[config.mk]
export PLATFORM = sky130hd
export DESIGN_NAME = step_string_escape_encoder_top
export DESIGN_NICKNAME = d
export VERILOG_FILES = /design/src/sseenc_pkg.sv /design/src/sseenc_front.sv /design/src/sseenc_queue.sv /design/src/sseenc_back.sv /design/src/step_string_escape_encoder_top.sv
export SDC_FILE = /design/constraint.sdc
export NUM_CORES = 1
export LEC_CHECK = 0
export ABC_AREA = 1
export BUFFER_PORTS_ARGS = -buffer_cell sky130_fd_sc_hd__buf_2
export CAP_MARGIN = 20
export CORE_ASPECT_RATIO = 1.75
export CORE_UTILIZATION = 30
export DETAILED_ROUTE_END_ITERATION = 16
export HOLD_SLACK_MARGIN = 0.05
export SYNTH_ARGS = -nofsm -noshare
export SYNTH_HDL_FRONTEND = slang
export SYNTH_SLANG_ARGS = --single-unit
export TNS_END_PERCENT = 1
[constraint.sdc]
create_clock -name clk_i -period 4.45 [get_ports clk_i]
set_input_delay 0.2225 -clock clk_i [delete_from_list [all_inputs] [get_ports clk_i]]
set_output_delay 0.2225 -clock clk_i [all_outputs]
set_load 0.05 [all_outputs]
[src/sseenc_pkg.sv]
// ----------------------------------------------------------------------------
// sseenc_pkg
// Types, constants and byte helpers of the exchange-file string encoder.
// ----------------------------------------------------------------------------
`default_nettype none

package sseenc_pkg;

  localparam int unsigned CodeW = 16;
  localparam int unsigned ByteW = 8;
  localparam int unsigned IdxW  = 4;

  localparam logic [CodeW-1:0] CodeEnd  = 16'h0000;
  localparam logic [CodeW-1:0] CodeTab  = 16'h0009;
  localparam logic [CodeW-1:0] CodeLf   = 16'h000A;
  localparam logic [CodeW-1:0] CodeCr   = 16'h000D;
  localparam logic [CodeW-1:0] CodeApos = 16'h0027;
  localparam logic [CodeW-1:0] CodeBsl  = 16'h005C;

  localparam logic [ByteW-1:0] ChBsl  = 8'h5C;
  localparam logic [ByteW-1:0] ChX    = 8'h58;
  localparam logic [ByteW-1:0] ChZero = 8'h30;
  localparam logic [ByteW-1:0] ChTwo  = 8'h32;

  typedef enum logic [1:0] {
    PFX_NONE,
    PFX_CLOSE,
    PFX_OPEN
  } prefix_e;

  typedef enum logic [2:0] {
    BODY_NONE,
    BODY_ESC,
    BODY_BSL,
    BODY_CHAR,
    BODY_HEX
  } body_e;

  typedef struct packed {
    prefix_e          prefix;
    body_e            body;
    logic [CodeW-1:0] code;
  } cmd_t;

  function automatic logic [ByteW-1:0] hex_ascii(input logic [3:0] nib);
    logic [ByteW-1:0] wide;
    wide = {4'h0, nib};
    return (nib < 4'd10) ? (8'h30 + wide) : (8'h37 + wide);
  endfunction

  function automatic logic [2:0] body_len(input body_e body);
    logic [2:0] len;
    unique case (body)
      BODY_ESC:  len = 3'd5;
      BODY_BSL:  len = 3'd2;
      BODY_CHAR: len = 3'd1;
      BODY_HEX:  len = 3'd4;
      default:   len = 3'd0;
    endcase
    return len;
  endfunction

endpackage

`default_nettype wire

[src/sseenc_front.sv]
// ----------------------------------------------------------------------------
// sseenc_front
// Classifies each character code, tracks the open hex block and issues one
// byte-sequence command per code that yields output.
// ----------------------------------------------------------------------------
`default_nettype none

module sseenc_front (
  input  wire logic                           clk_i,
  input  wire logic                           rst_ni,
  input  wire logic                           in_valid_i,
  input  wire logic [sseenc_pkg::CodeW-1:0]   in_code_i,
  output      logic                           in_ready_o,
  output      logic                           push_o,
  output      sseenc_pkg::cmd_t               push_cmd_o,
  input  wire logic                           queue_full_i
);

  logic block_open_q, block_open_d;
  logic accept;

  assign in_ready_o = !queue_full_i;
  assign accept     = in_valid_i && in_ready_o;

  always_comb begin
    block_open_d      = block_open_q;
    push_cmd_o.code   = in_code_i;
    push_cmd_o.prefix = block_open_q ? sseenc_pkg::PFX_CLOSE : sseenc_pkg::PFX_NONE;
    push_cmd_o.body   = sseenc_pkg::BODY_NONE;
    push_o            = accept;
    priority if (in_code_i == sseenc_pkg::CodeEnd) begin
      push_o = accept && block_open_q;
    end else if (in_code_i == sseenc_pkg::CodeTab || in_code_i == sseenc_pkg::CodeLf ||
                 in_code_i == sseenc_pkg::CodeCr  || in_code_i == sseenc_pkg::CodeApos) begin
      push_cmd_o.body = sseenc_pkg::BODY_ESC;
    end else if (in_code_i == sseenc_pkg::CodeBsl) begin
      push_cmd_o.body = sseenc_pkg::BODY_BSL;
    end else if (in_code_i[sseenc_pkg::CodeW-1:7] == '0) begin
      push_cmd_o.body = sseenc_pkg::BODY_CHAR;
    end else begin
      push_cmd_o.body   = sseenc_pkg::BODY_HEX;
      push_cmd_o.prefix = block_open_q ? sseenc_pkg::PFX_NONE : sseenc_pkg::PFX_OPEN;
    end
    if (accept) begin
      block_open_d = (push_cmd_o.body == sseenc_pkg::BODY_HEX);
    end
  end

  always_ff @(posedge clk_i or negedge rst_ni) begin
    if (!rst_ni) begin
      block_open_q <= 1'b0;
    end else begin
      block_open_q <= block_open_d;
    end
  end

endmodule

`default_nettype wire

[src/sseenc_queue.sv]
// ----------------------------------------------------------------------------
// sseenc_queue
// Small register queue of byte-sequence commands between front and back.
// ----------------------------------------------------------------------------
`default_nettype none

module sseenc_queue #(
  parameter int unsigned Depth = 4
) (
  input  wire logic             clk_i,
  input  wire logic             rst_ni,
  input  wire logic             push_i,
  input  wire sseenc_pkg::cmd_t push_cmd_i,
  output      logic             full_o,
  input  wire logic             pop_i,
  output      logic             valid_o,
  output      sseenc_pkg::cmd_t head_o
);

  localparam int unsigned PtrW = (Depth > 1) ? $clog2(Depth) : 1;
  localparam int unsigned CntW = $clog2(Depth + 1);

  sseenc_pkg::cmd_t slot_q [Depth];
  logic [PtrW-1:0]  wr_ptr_q, wr_ptr_d, rd_ptr_q, rd_ptr_d;
  logic [CntW-1:0]  count_q, count_d;

  function automatic logic [PtrW-1:0] ptr_next(input logic [PtrW-1:0] ptr);
    return (ptr == PtrW'(Depth - 1)) ? '0 : ptr + 1'b1;
  endfunction

  assign full_o  = (count_q == CntW'(Depth));
  assign valid_o = (count_q != '0);
  assign head_o  = slot_q[rd_ptr_q];

  always_comb begin
    wr_ptr_d = push_i ? ptr_next(wr_ptr_q) : wr_ptr_q;
    rd_ptr_d = pop_i ? ptr_next(rd_ptr_q) : rd_ptr_q;
    count_d  = count_q + CntW'(push_i) - CntW'(pop_i);
  end

  always_ff @(posedge clk_i or negedge rst_ni) begin
    if (!rst_ni) begin
      wr_ptr_q <= '0;
      rd_ptr_q <= '0;
      count_q  <= '0;
    end else begin
      wr_ptr_q <= wr_ptr_d;
      rd_ptr_q <= rd_ptr_d;
      count_q  <= count_d;
    end
  end

  always_ff @(posedge clk_i) begin
    if (push_i) begin
      slot_q[wr_ptr_q] <= push_cmd_i;
    end
  end

endmodule

`default_nettype wire

[src/sseenc_back.sv]
// ----------------------------------------------------------------------------
// sseenc_back
// Walks the head command one byte per cycle, while the output is not stalled, into a registered output stage.
// ----------------------------------------------------------------------------
`default_nettype none

module sseenc_back (
  input  wire logic                          clk_i,
  input  wire logic                          rst_ni,
  input  wire logic                          cmd_valid_i,
  input  wire sseenc_pkg::cmd_t              cmd_i,
  output      logic                          pop_o,
  output      logic                          out_valid_o,
  output      logic [sseenc_pkg::ByteW-1:0]  out_byte_o,
  output      logic                          out_last_o,
  input  wire logic                          out_ready_i
);

  logic [sseenc_pkg::IdxW-1:0]  idx_q, idx_d, body_idx_w;
  logic [2:0]                   body_idx, blen;
  logic                         in_prefix, last, load;
  logic [sseenc_pkg::ByteW-1:0] byte_w;
  logic                         out_valid_q, out_valid_d;
  logic [sseenc_pkg::ByteW-1:0] out_byte_q;
  logic                         out_last_q;

  assign load  = cmd_valid_i && (!out_valid_q || out_ready_i);
  assign pop_o = load && last;

  always_comb begin
    in_prefix  = (cmd_i.prefix != sseenc_pkg::PFX_NONE) && (idx_q < 4'd4);
    body_idx_w = (cmd_i.prefix != sseenc_pkg::PFX_NONE) ? (idx_q - 4'd4) : idx_q;
    body_idx   = body_idx_w[2:0];
    blen       = sseenc_pkg::body_len(cmd_i.body);
    byte_w     = sseenc_pkg::ChBsl;
    if (in_prefix) begin
      last = (idx_q == 4'd3) && (cmd_i.body == sseenc_pkg::BODY_NONE);
      unique case (idx_q[1:0])
        2'd1:    byte_w = sseenc_pkg::ChX;
        2'd2:    byte_w = (cmd_i.prefix == sseenc_pkg::PFX_OPEN) ? sseenc_pkg::ChTwo
                                                                  : sseenc_pkg::ChZero;
        default: byte_w = sseenc_pkg::ChBsl;
      endcase
    end else begin
      last = (body_idx == blen - 3'd1);
      unique case (cmd_i.body)
        sseenc_pkg::BODY_ESC: begin
          unique case (body_idx)
            3'd1:    byte_w = sseenc_pkg::ChX;
            3'd3:    byte_w = sseenc_pkg::hex_ascii(cmd_i.code[7:4]);
            3'd4:    byte_w = sseenc_pkg::hex_ascii(cmd_i.code[3:0]);
            default: byte_w = sseenc_pkg::ChBsl;
          endcase
        end
        sseenc_pkg::BODY_CHAR: byte_w = cmd_i.code[7:0];
        sseenc_pkg::BODY_HEX: begin
          unique case (body_idx[1:0])
            2'd0:    byte_w = sseenc_pkg::hex_ascii(cmd_i.code[15:12]);
            2'd1:    byte_w = sseenc_pkg::hex_ascii(cmd_i.code[11:8]);
            2'd2:    byte_w = sseenc_pkg::hex_ascii(cmd_i.code[7:4]);
            default: byte_w = sseenc_pkg::hex_ascii(cmd_i.code[3:0]);
          endcase
        end
        default: byte_w = sseenc_pkg::ChBsl;
      endcase
    end
  end

  always_comb begin
    idx_d       = idx_q;
    out_valid_d = out_valid_q;
    if (load) begin
      idx_d       = last ? '0 : idx_q + 1'b1;
      out_valid_d = 1'b1;
    end else if (out_ready_i) begin
      out_valid_d = 1'b0;
    end
  end

  always_ff @(posedge clk_i or negedge rst_ni) begin
    if (!rst_ni) begin
      idx_q       <= '0;
      out_valid_q <= 1'b0;
    end else begin
      idx_q       <= idx_d;
      out_valid_q <= out_valid_d;
    end
  end

  always_ff @(posedge clk_i) begin
    if (load) begin
      out_byte_q <= byte_w;
      out_last_q <= last;
    end
  end

  assign out_valid_o = out_valid_q;
  assign out_byte_o  = out_byte_q;
  assign out_last_o  = out_last_q;

endmodule

`default_nettype wire

[src/step_string_escape_encoder_top.sv]
// ----------------------------------------------------------------------------
// step_string_escape_encoder_top
// Exchange-file string escape encoder: 16-bit codes in, ASCII bytes out.
// ----------------------------------------------------------------------------
// One character code is taken per request and turned into 0 to 9 bytes,
// with tlast on the final byte of each code. A registered output stage
// delivers them and sets the rate: one byte per cycle when not stalled.
// A plain ASCII code yields one byte, so such codes stream at one per
// cycle when not stalled; an escape yields 5 bytes, a backslash 2, a code
// of 128 and above 4 (8 when it opens a hex block), a block close 4 more.
// A command queue of QueueDepth entries lets the input run ahead of a
// longer sequence. An end mark with no open block produces no bytes.
// ----------------------------------------------------------------------------
`default_nettype none

module step_string_escape_encoder_top #(
  parameter int unsigned QueueDepth = 4
) (
  input  wire logic        clk_i,
  input  wire logic        rst_ni,
  input  wire logic        s_axis_tvalid,
  output      logic        s_axis_tready,
  input  wire logic [15:0] s_axis_tdata,   // [15:0] code_unit
  output      logic        m_axis_tvalid,
  input  wire logic        m_axis_tready,
  output      logic [7:0]  m_axis_tdata,   // [7:0] out_byte
  output      logic        m_axis_tlast    // last_of_run
);

  logic             push, full, pop, head_valid;
  sseenc_pkg::cmd_t push_cmd, head_cmd;

  sseenc_front u_front (
    .clk_i        (clk_i),
    .rst_ni       (rst_ni),
    .in_valid_i   (s_axis_tvalid),
    .in_code_i    (s_axis_tdata),
    .in_ready_o   (s_axis_tready),
    .push_o       (push),
    .push_cmd_o   (push_cmd),
    .queue_full_i (full)
  );

  sseenc_queue #(
    .Depth (QueueDepth)
  ) u_queue (
    .clk_i      (clk_i),
    .rst_ni     (rst_ni),
    .push_i     (push),
    .push_cmd_i (push_cmd),
    .full_o     (full),
    .pop_i      (pop),
    .valid_o    (head_valid),
    .head_o     (head_cmd)
  );

  sseenc_back u_back (
    .clk_i       (clk_i),
    .rst_ni      (rst_ni),
    .cmd_valid_i (head_valid),
    .cmd_i       (head_cmd),
    .pop_o       (pop),
    .out_valid_o (m_axis_tvalid),
    .out_byte_o  (m_axis_tdata),
    .out_last_o  (m_axis_tlast),
    .out_ready_i (m_axis_tready)
  );

endmodule

`default_nettype wire

# After elaboration in Yosys (flattened, before gate mapping)

Memories as Yosys holds them, arrays and structs flattened.
Index checks and enable logic that the tools add are counted.

Flip-flop bits (word level): 22
Memory bits (writable): 84
Bits of input ports: 20
Output and inout port bits: 11
Word-level logic and storage cells: 101
Memories kept: 1

Add/subtract/negate cells: 15
Magnitude comparators: 5
Equal/unequal tests: 23
Muxes and demuxes: 30
Reductions and logical operators: 19

Memory list:

| memory         | depth | width | read ports | clocked after Yosys merged registers in | wr ports | line               | text |
|---|---|---|---|---|---|---|---|
| u_queue.slot_q | 4     | 21    | 1          | 0                                       | 1        | sseenc_queue.sv:23 | `sseenc_pkg::cmd_t slot_q [Depth];` |

Operators with widths:

| cell                                                  | count |
|---|---|
| one-hot mux 8 bit (3 select lines)                    | 3 |
| adder 6 x 4 -> 7 bit (first input constant)           | 8 |
| equality test 16 x 4 -> 1 bit (second input constant) | 3 |
| two-way mux 8 bit                                     | 5 |
| equality test 16 x 6 -> 1 bit (second input constant) | 1 |
| equality test 16 x 7 -> 1 bit (second input constant) | 1 |
| zero test 16 bit                                      | 1 |
| < comparator 4 bit (second input constant)            | 4 |
| one-hot mux 8 bit (2 select lines)                    | 1 |
| two-way mux 2 bit                                     | 7 |
| equality test 3 bit (second input constant)           | 4 |
| two-way mux 3 bit                                     | 4 |
| one-hot mux 3 bit (4 select lines)                    | 1 |
| equality test 2 bit (second input constant)           | 5 |
| equality test 3 x 2 -> 1 bit (second input constant)  | 3 |
| zero test 9 bit                                       | 1 |
| two-way mux 1 bit                                     | 7 |
| equality test 3 x 1 -> 1 bit (second input constant)  | 2 |
| logical AND 1 bit                                     | 6 |
| two-way mux 5 bit                                     | 1 |
| adder 2 x 1 -> 2 bit (second input constant)          | 2 |
| adder 4 x 1 -> 4 bit (second input constant)          | 1 |
| equality test 2 x 1 -> 1 bit (second input constant)  | 2 |
| equality test 4 x 2 -> 1 bit (second input constant)  | 1 |
| 13 further kinds                                      | 18 |

# Longest topological paths before layout

An unclocked memory read counts as a cell.

Depth in word-level cells: 8
Depth in mapped cells: 22
Depth with buffers taken out: 21

# Hierarchy

Synthesis repeated with hierarchy kept, for this count alone.

Cells, all modules: 747
Area, all modules: 6,079.6 um^2

By module, submodules not included:

| module       | times used | cells an instance | area an instance (um^2) | seq. area each (um^2) |
|---|---|---|---|---|
| sseenc_queue | 1          | 379               | 3,976.3                 | 2,697.6 |
| sseenc_back  | 1          | 293               | 1,707.9                 | 395.4 |
| sseenc_front | 1          | 75                | 395.4                   | 25.0 |

# Least setup slack after synthesis

No wires, ideal clock.

Path kind: register -> register
Start point: register u_queue.rd_ptr_q[1]
End point: register u_queue.count_q[2]
Setup time: 0.129 ns
Data arrival time: 2.910 ns
Setup slack: 1.411 ns
Cell stages (with the launch flop): 22
Path buffers: 2
Clock period less this slack: 3.039 ns
Cells stage by stage: dfrtp_1 -> buf_6 -> inv_4 -> buf_6 -> nand3_2 -> nand2_4 -> inv_1 -> nor2_1 -> nand2_1 -> ha_1 -> xor2_1 -> nand2_1 -> nor2_2 -> nand3_2 -> nand2_4 -> nand2_4 -> inv_2 -> ha_1 -> inv_1 -> ha_1 -> fa_1 -> xor2_1

Cells in the longest elaborated chain, start to end: 8
Elaborated cells between the ends (all ways): 16
Those cells by class: 2 x add/sub; 5 x eq/ne; 3 x mux; 5 x reduce/logical; 1 x memory

RTL lines:

| element                                     | line                                 | text |
|---|---|---|
| start: declaration                          | sseenc_queue.sv:24                   | `logic [PtrW-1:0] wr_ptr_q, wr_ptr_d, rd_ptr_q, rd_ptr_d;` |
| start signal: assignment                    | sseenc_queue.sv:48                   | `rd_ptr_q <= rd_ptr_d;` |
| memory (4 x 21 bit) *                       | -                                    |  |
| equality test 3 bit (tied with other cells) | sseenc_pkg.sv:53                     | `unique case (body)` |
| one-hot mux 3 bit (4 select lines)          | sseenc_pkg.sv:53                     |  |
| subtractor 3 x 1 -> 3 bit                   | sseenc_back.sv:45                    | `last = (body_idx == blen - 3'd1);` |
| equality test 3 bit                         | sseenc_back.sv:45                    |  |
| two-way mux 1 bit *                         | sseenc_back.sv:36                    | `if (in_prefix) begin` |
| via u_back.last                             | sseenc_back.sv:21                    | `logic in_prefix, last, load;` |
| logical AND 1 bit *                         | sseenc_back.sv:28                    | `assign pop_o = load && last;` |
| via pop                                     | step_string_escape_encoder_top.sv:30 | `logic push, full, pop, head_valid;` |
| subtractor 3 x 1 -> 3 bit *                 | sseenc_queue.sv:38                   | `count_d = count_q + CntW'(push_i) - CntW'(pop_i);` |
| via u_queue.count_d[2]                      | sseenc_queue.sv:25                   | `logic [CntW-1:0] count_q, count_d;` |
| end signal: assignment                      | sseenc_queue.sv:49                   | `count_q <= count_d;` |
| end: declaration                            | sseenc_queue.sv:25                   |  |

The timed path passes the listed nets; every way through them passes the cells marked *.
A chain may end at the register's enable or synchronous reset.

# Worst setup path after layout

Start point: register u_queue.rd_ptr_q[0]
End point: register u_queue.count_q[2]

The elaborated chain is that of the path after synthesis.

==> results.txt <==
The flow ran to the end, and the final reports show no timing, DRC or antenna violations. The post-route clock skew is 0.0105 ns. The arrival time reported for the critical path endpoint is 3.51 ns.

The pre-antenna-repair detailed-routing pass consisted of 4 iterations. The worst setup path is captured at a flop. The buffer depth of the longest clock path came out at 2. The number of vias per cell came out at 4.58. Among all flip-flop cells after synthesis, the most frequent one is edfxtp_1.

The aggregate negative setup slack came out at 0 ns. Dividing the final minimum period by the clock period gives 73.8%. The vertical die dimension came out at 185 um. The required time of the critical path came out at 4.68 ns. Of all flip-flops after synthesis, the portion carrying an async set or reset was 12.3%.

Compared with the post-synthesis result, the final layout area differs by 11.6%. The via count of the first global-routing pass is 4,069. The filler cells instantiated in the layout total 1,981.

The number of hold violations in the final report came out at 0. The total grt overflow is 0. The worst ir drop on vdd is 0.288 mV. Leaving out fill and tap cells, the most frequent cells in the layout are 179 x nand2_1, 93 x edfxtp_1, 73 x nand3_1. The net switching power of the design came out at 2.18 mW. TritonCTS built the clock tree.

The power density over cell area is 728 nW/um^2. Detailed placement finished with a half-perimeter wire length of 9.51 mm. Setup repair after global routing left no endpoint under its margin. The number of antenna repair diodes is 0. The combinational group share of total power came out at 52.6%. The worst setup path is launched from a flop. The clock network accounts for 15.7% of the total power. The analysis attributes to cell leakage a power of 2.72 nW. The critical path is of the reg2reg type. The number of top-level pins is 31. The synthesized flop and latch total is 106.

Synthesis produced a netlist whose cell count is 611. After synthesis, the netlist uses 38 different library cells. In this run the clock root is driven by a clkbuf_16. The count of buffers inserted at the top-level ports came out at 30.

For this run, design rule violations remaining after detail routing come to 0. The area taken by multi-input logic gates is 2250 um^2. The final wirelength came out at 12.6 mm.

The largest fanout of any net on the critical path came out at 28. The pin count of the biggest net entering global routing came out at 29. The global placement routability congestion came out at 0.863. Clock latency on the worst-skew pair, taken at its later pin, is 0.35 ns.

The die width came out at 107 um. The share of total power consumed by net switching is 46.6%. The number of nets produced by synthesis came out at 649. Averaged over all synthesized cells, the footprint is 9.41 um^2. Headroom to the max-slew limit came out at 61.7%. The sequential cell area fraction in the yosys report is 54.2%.

Buffers inserted during clock tree synthesis total 9. The clock slew seen by the registers of the worst setup and hold paths came out at 0.07 ns. The number of max-slew violations in the final report came to 0. The minimum period implied by the final worst setup slack came out at 3.28 ns. Leaving out fill and tap cells, the most frequent cell in the layout is nand2_1. In this run the cell area of the synthesized design comes to 5750 um^2. Cells fill 34.4% of the core in the end. Cells with a size suffix above 1 make up 18.5% of the layout. The initial antenna violation count is 0.

The initial core utilization came out at 30.8%. The slew at the pin with the worst max-slew slack is 0.571 ns. The final net count is 683.

The number of sinks handled by clock tree synthesis came out at 106. Counting flops with a built-in enable in the synthesized netlist gives 93. The achievable frequency is 305 MHz. The die covers 19,700 um^2. The overall track demand over capacity in global routing came out at 14.0%. The number of levels the H-tree was split into is 3. The number of maximum-capacitance violations came out at 0.

Overall power consumption after layout is estimated at 4.67 mW. Registers take 3120 um^2. In this run the standard cell core region covers 18,700 um^2. The relative contribution of sequential cells to total power is 31.6%. The number of rows in the core area came out at 66. The DRC marker count from the first detailed-route iteration came out at 178. During synthesis, Yosys emitted a total of 0 warnings. The per-cell routed wire length came out at 14.2 um. Setup violations remaining at the end of the flow were counted as 0. The number of nets with antenna violations after detailed routing came out at 0. The total number of vias came out at 4,070. The internal power contribution is 2.49 mW. The global-route wire length before repair came out at 20.9 mm. The type of the most critical hold path is in2reg. The number of buffers inserted to repair setup after CTS is 0.
==> final cells by class <==
type / instances / area share [%]
Clock buffer: 10 / 3.57
Clock inverter: 6 / 0.780
Inverter: 66 / 3.90
Multi-Input combinational cell: 423 / 35.1
Sequential cell: 106 / 48.6
Tap cell: 238 / 4.64
Timing Repair Buffer: 39 / 3.43
==> final timing paths <==
kind	slack [ns]	end	cells past startpoint	startpoint
max	1.17	u_queue.count_q[2]$_DFF_PN0_	20	u_queue.rd_ptr_q[0]$_DFFE_PN0P_
min	0.11	u_queue.slot_q[2][12]$_DFFE_PP_	1	s_axis_tdata[12]
max reg2reg	1.17	u_queue.count_q[2]$_DFF_PN0_	20	u_queue.rd_ptr_q[0]$_DFFE_PN0P_
min reg2reg	0.55	u_front.block_open_q$_DFFE_PN0P_	2	u_front.block_open_q$_DFFE_PN0P_
max in group asynchronous	3.90	u_back.idx_q[0]$_DFFE_PN0P_	2	rst_ni
min in group asynchronous	0.30	u_queue.wr_ptr_q[0]$_DFFE_PN0P_	2	rst_ni
==> kinds of logic after synthesis <==
logic type	count (synthesis)	synth area share (%)
and+or+nand+nor	358	29.9
DFF	106	54.2
buffers and inverters	82	6.81
AOI/OAI and AO/OA	41	4.09
adders and majority gates	18	4.05
xor gates and xnor gates	6	0.914
==> metrics by stage <==
stage               instances  setup slack [ns]  hold WS [ns]  cell area (um^2)
finish                    888              1.17         0.111              6410
global route              888             0.908         0.117              6410
CTS                       888              1.14         0.101              6410
detailed placement        871              1.15         0.138              6130
global placement          871              1.20         0.135              6130
floorplan                 611              1.41       -0.0731              5750
==> worst max-delay path, stage by stage (launching register included) <==
cell and delay [ns]:
dfrtp_1 0.44, buf_4 0.26, nand2_1 0.10, nand3_2 0.10, nand2_4 0.13, inv_1 0.07, nor2_1 0.12, nand2_1 0.07
ha_1 0.28, xor2_1 0.14, nand2_1 0.08, nor2_2 0.04, nand3_2 0.10, nand2_4 0.07, nand2_4 0.07, inv_2 0.07
ha_1 0.27, inv_1 0.03, ha_1 0.18, fa_1 0.37, xor2_1 0.17
==> state kept, by name, indices dropped and copies added, names as in the netlist <==
name,cells
u_back.idx_q,4
u_queue.wr_ptr_q,2
u_queue.count_q,3
u_back.out_last_o,1
u_back.out_byte_o,8
u_front.block_open_q,1
u_queue.slot_q,84
u_queue.rd_ptr_q,2
u_back.out_valid_o,1
==> power groups by stage <==
| stage | combinational, mW | sequential [mW] | clock (mW) |
|---|---|---|---|
| after floorplan | 1.81 | 1.63 | 0 |
| after global placement | 2.47 | 1.50 | 0 |
| after detailed placement | 2.48 | 1.50 | 0 |
| after CTS | 2.49 | 1.48 | 0.752 |
| after global routing | 2.80 | 1.50 | 0.786 |
| final | 2.46 | 1.48 | 0.735 |
==> metal layers <==
metal / global-route usage [%] / wire, um / vias up
met3: 1.90 / 280 / 34
met1: 14.5 / 4910 / 1868
li1: - / - / 2107
met4: 8.11 / 549 / 0
met2: 26.5 / 6900 / 61
met5: 0 / 0 / -
==> repair_timing <==
item	4_1_cts	5_1_grt
gates resized for setup	0	0
hold buffers	1	0
endpoints found under the hold margin	13	0
==> cell usage after synthesis, drive strengths merged, types with 4 or more instances <==
library cell | n | area (um^2)
xor2 | 5 | 43.8
dfrtp | 13 | 325
edfxtp | 93 | 2790
inv | 63 | 239
nand4 | 9 | 56.3
nor3 | 4 | 20.0
o21ai | 22 | 114
a21oi | 8 | 40.0
nand3 | 83 | 465
nand2 | 215 | 947
ha | 17 | 213
nor2 | 40 | 181
buf | 15 | 138
(Power assumes the default switching activity.)
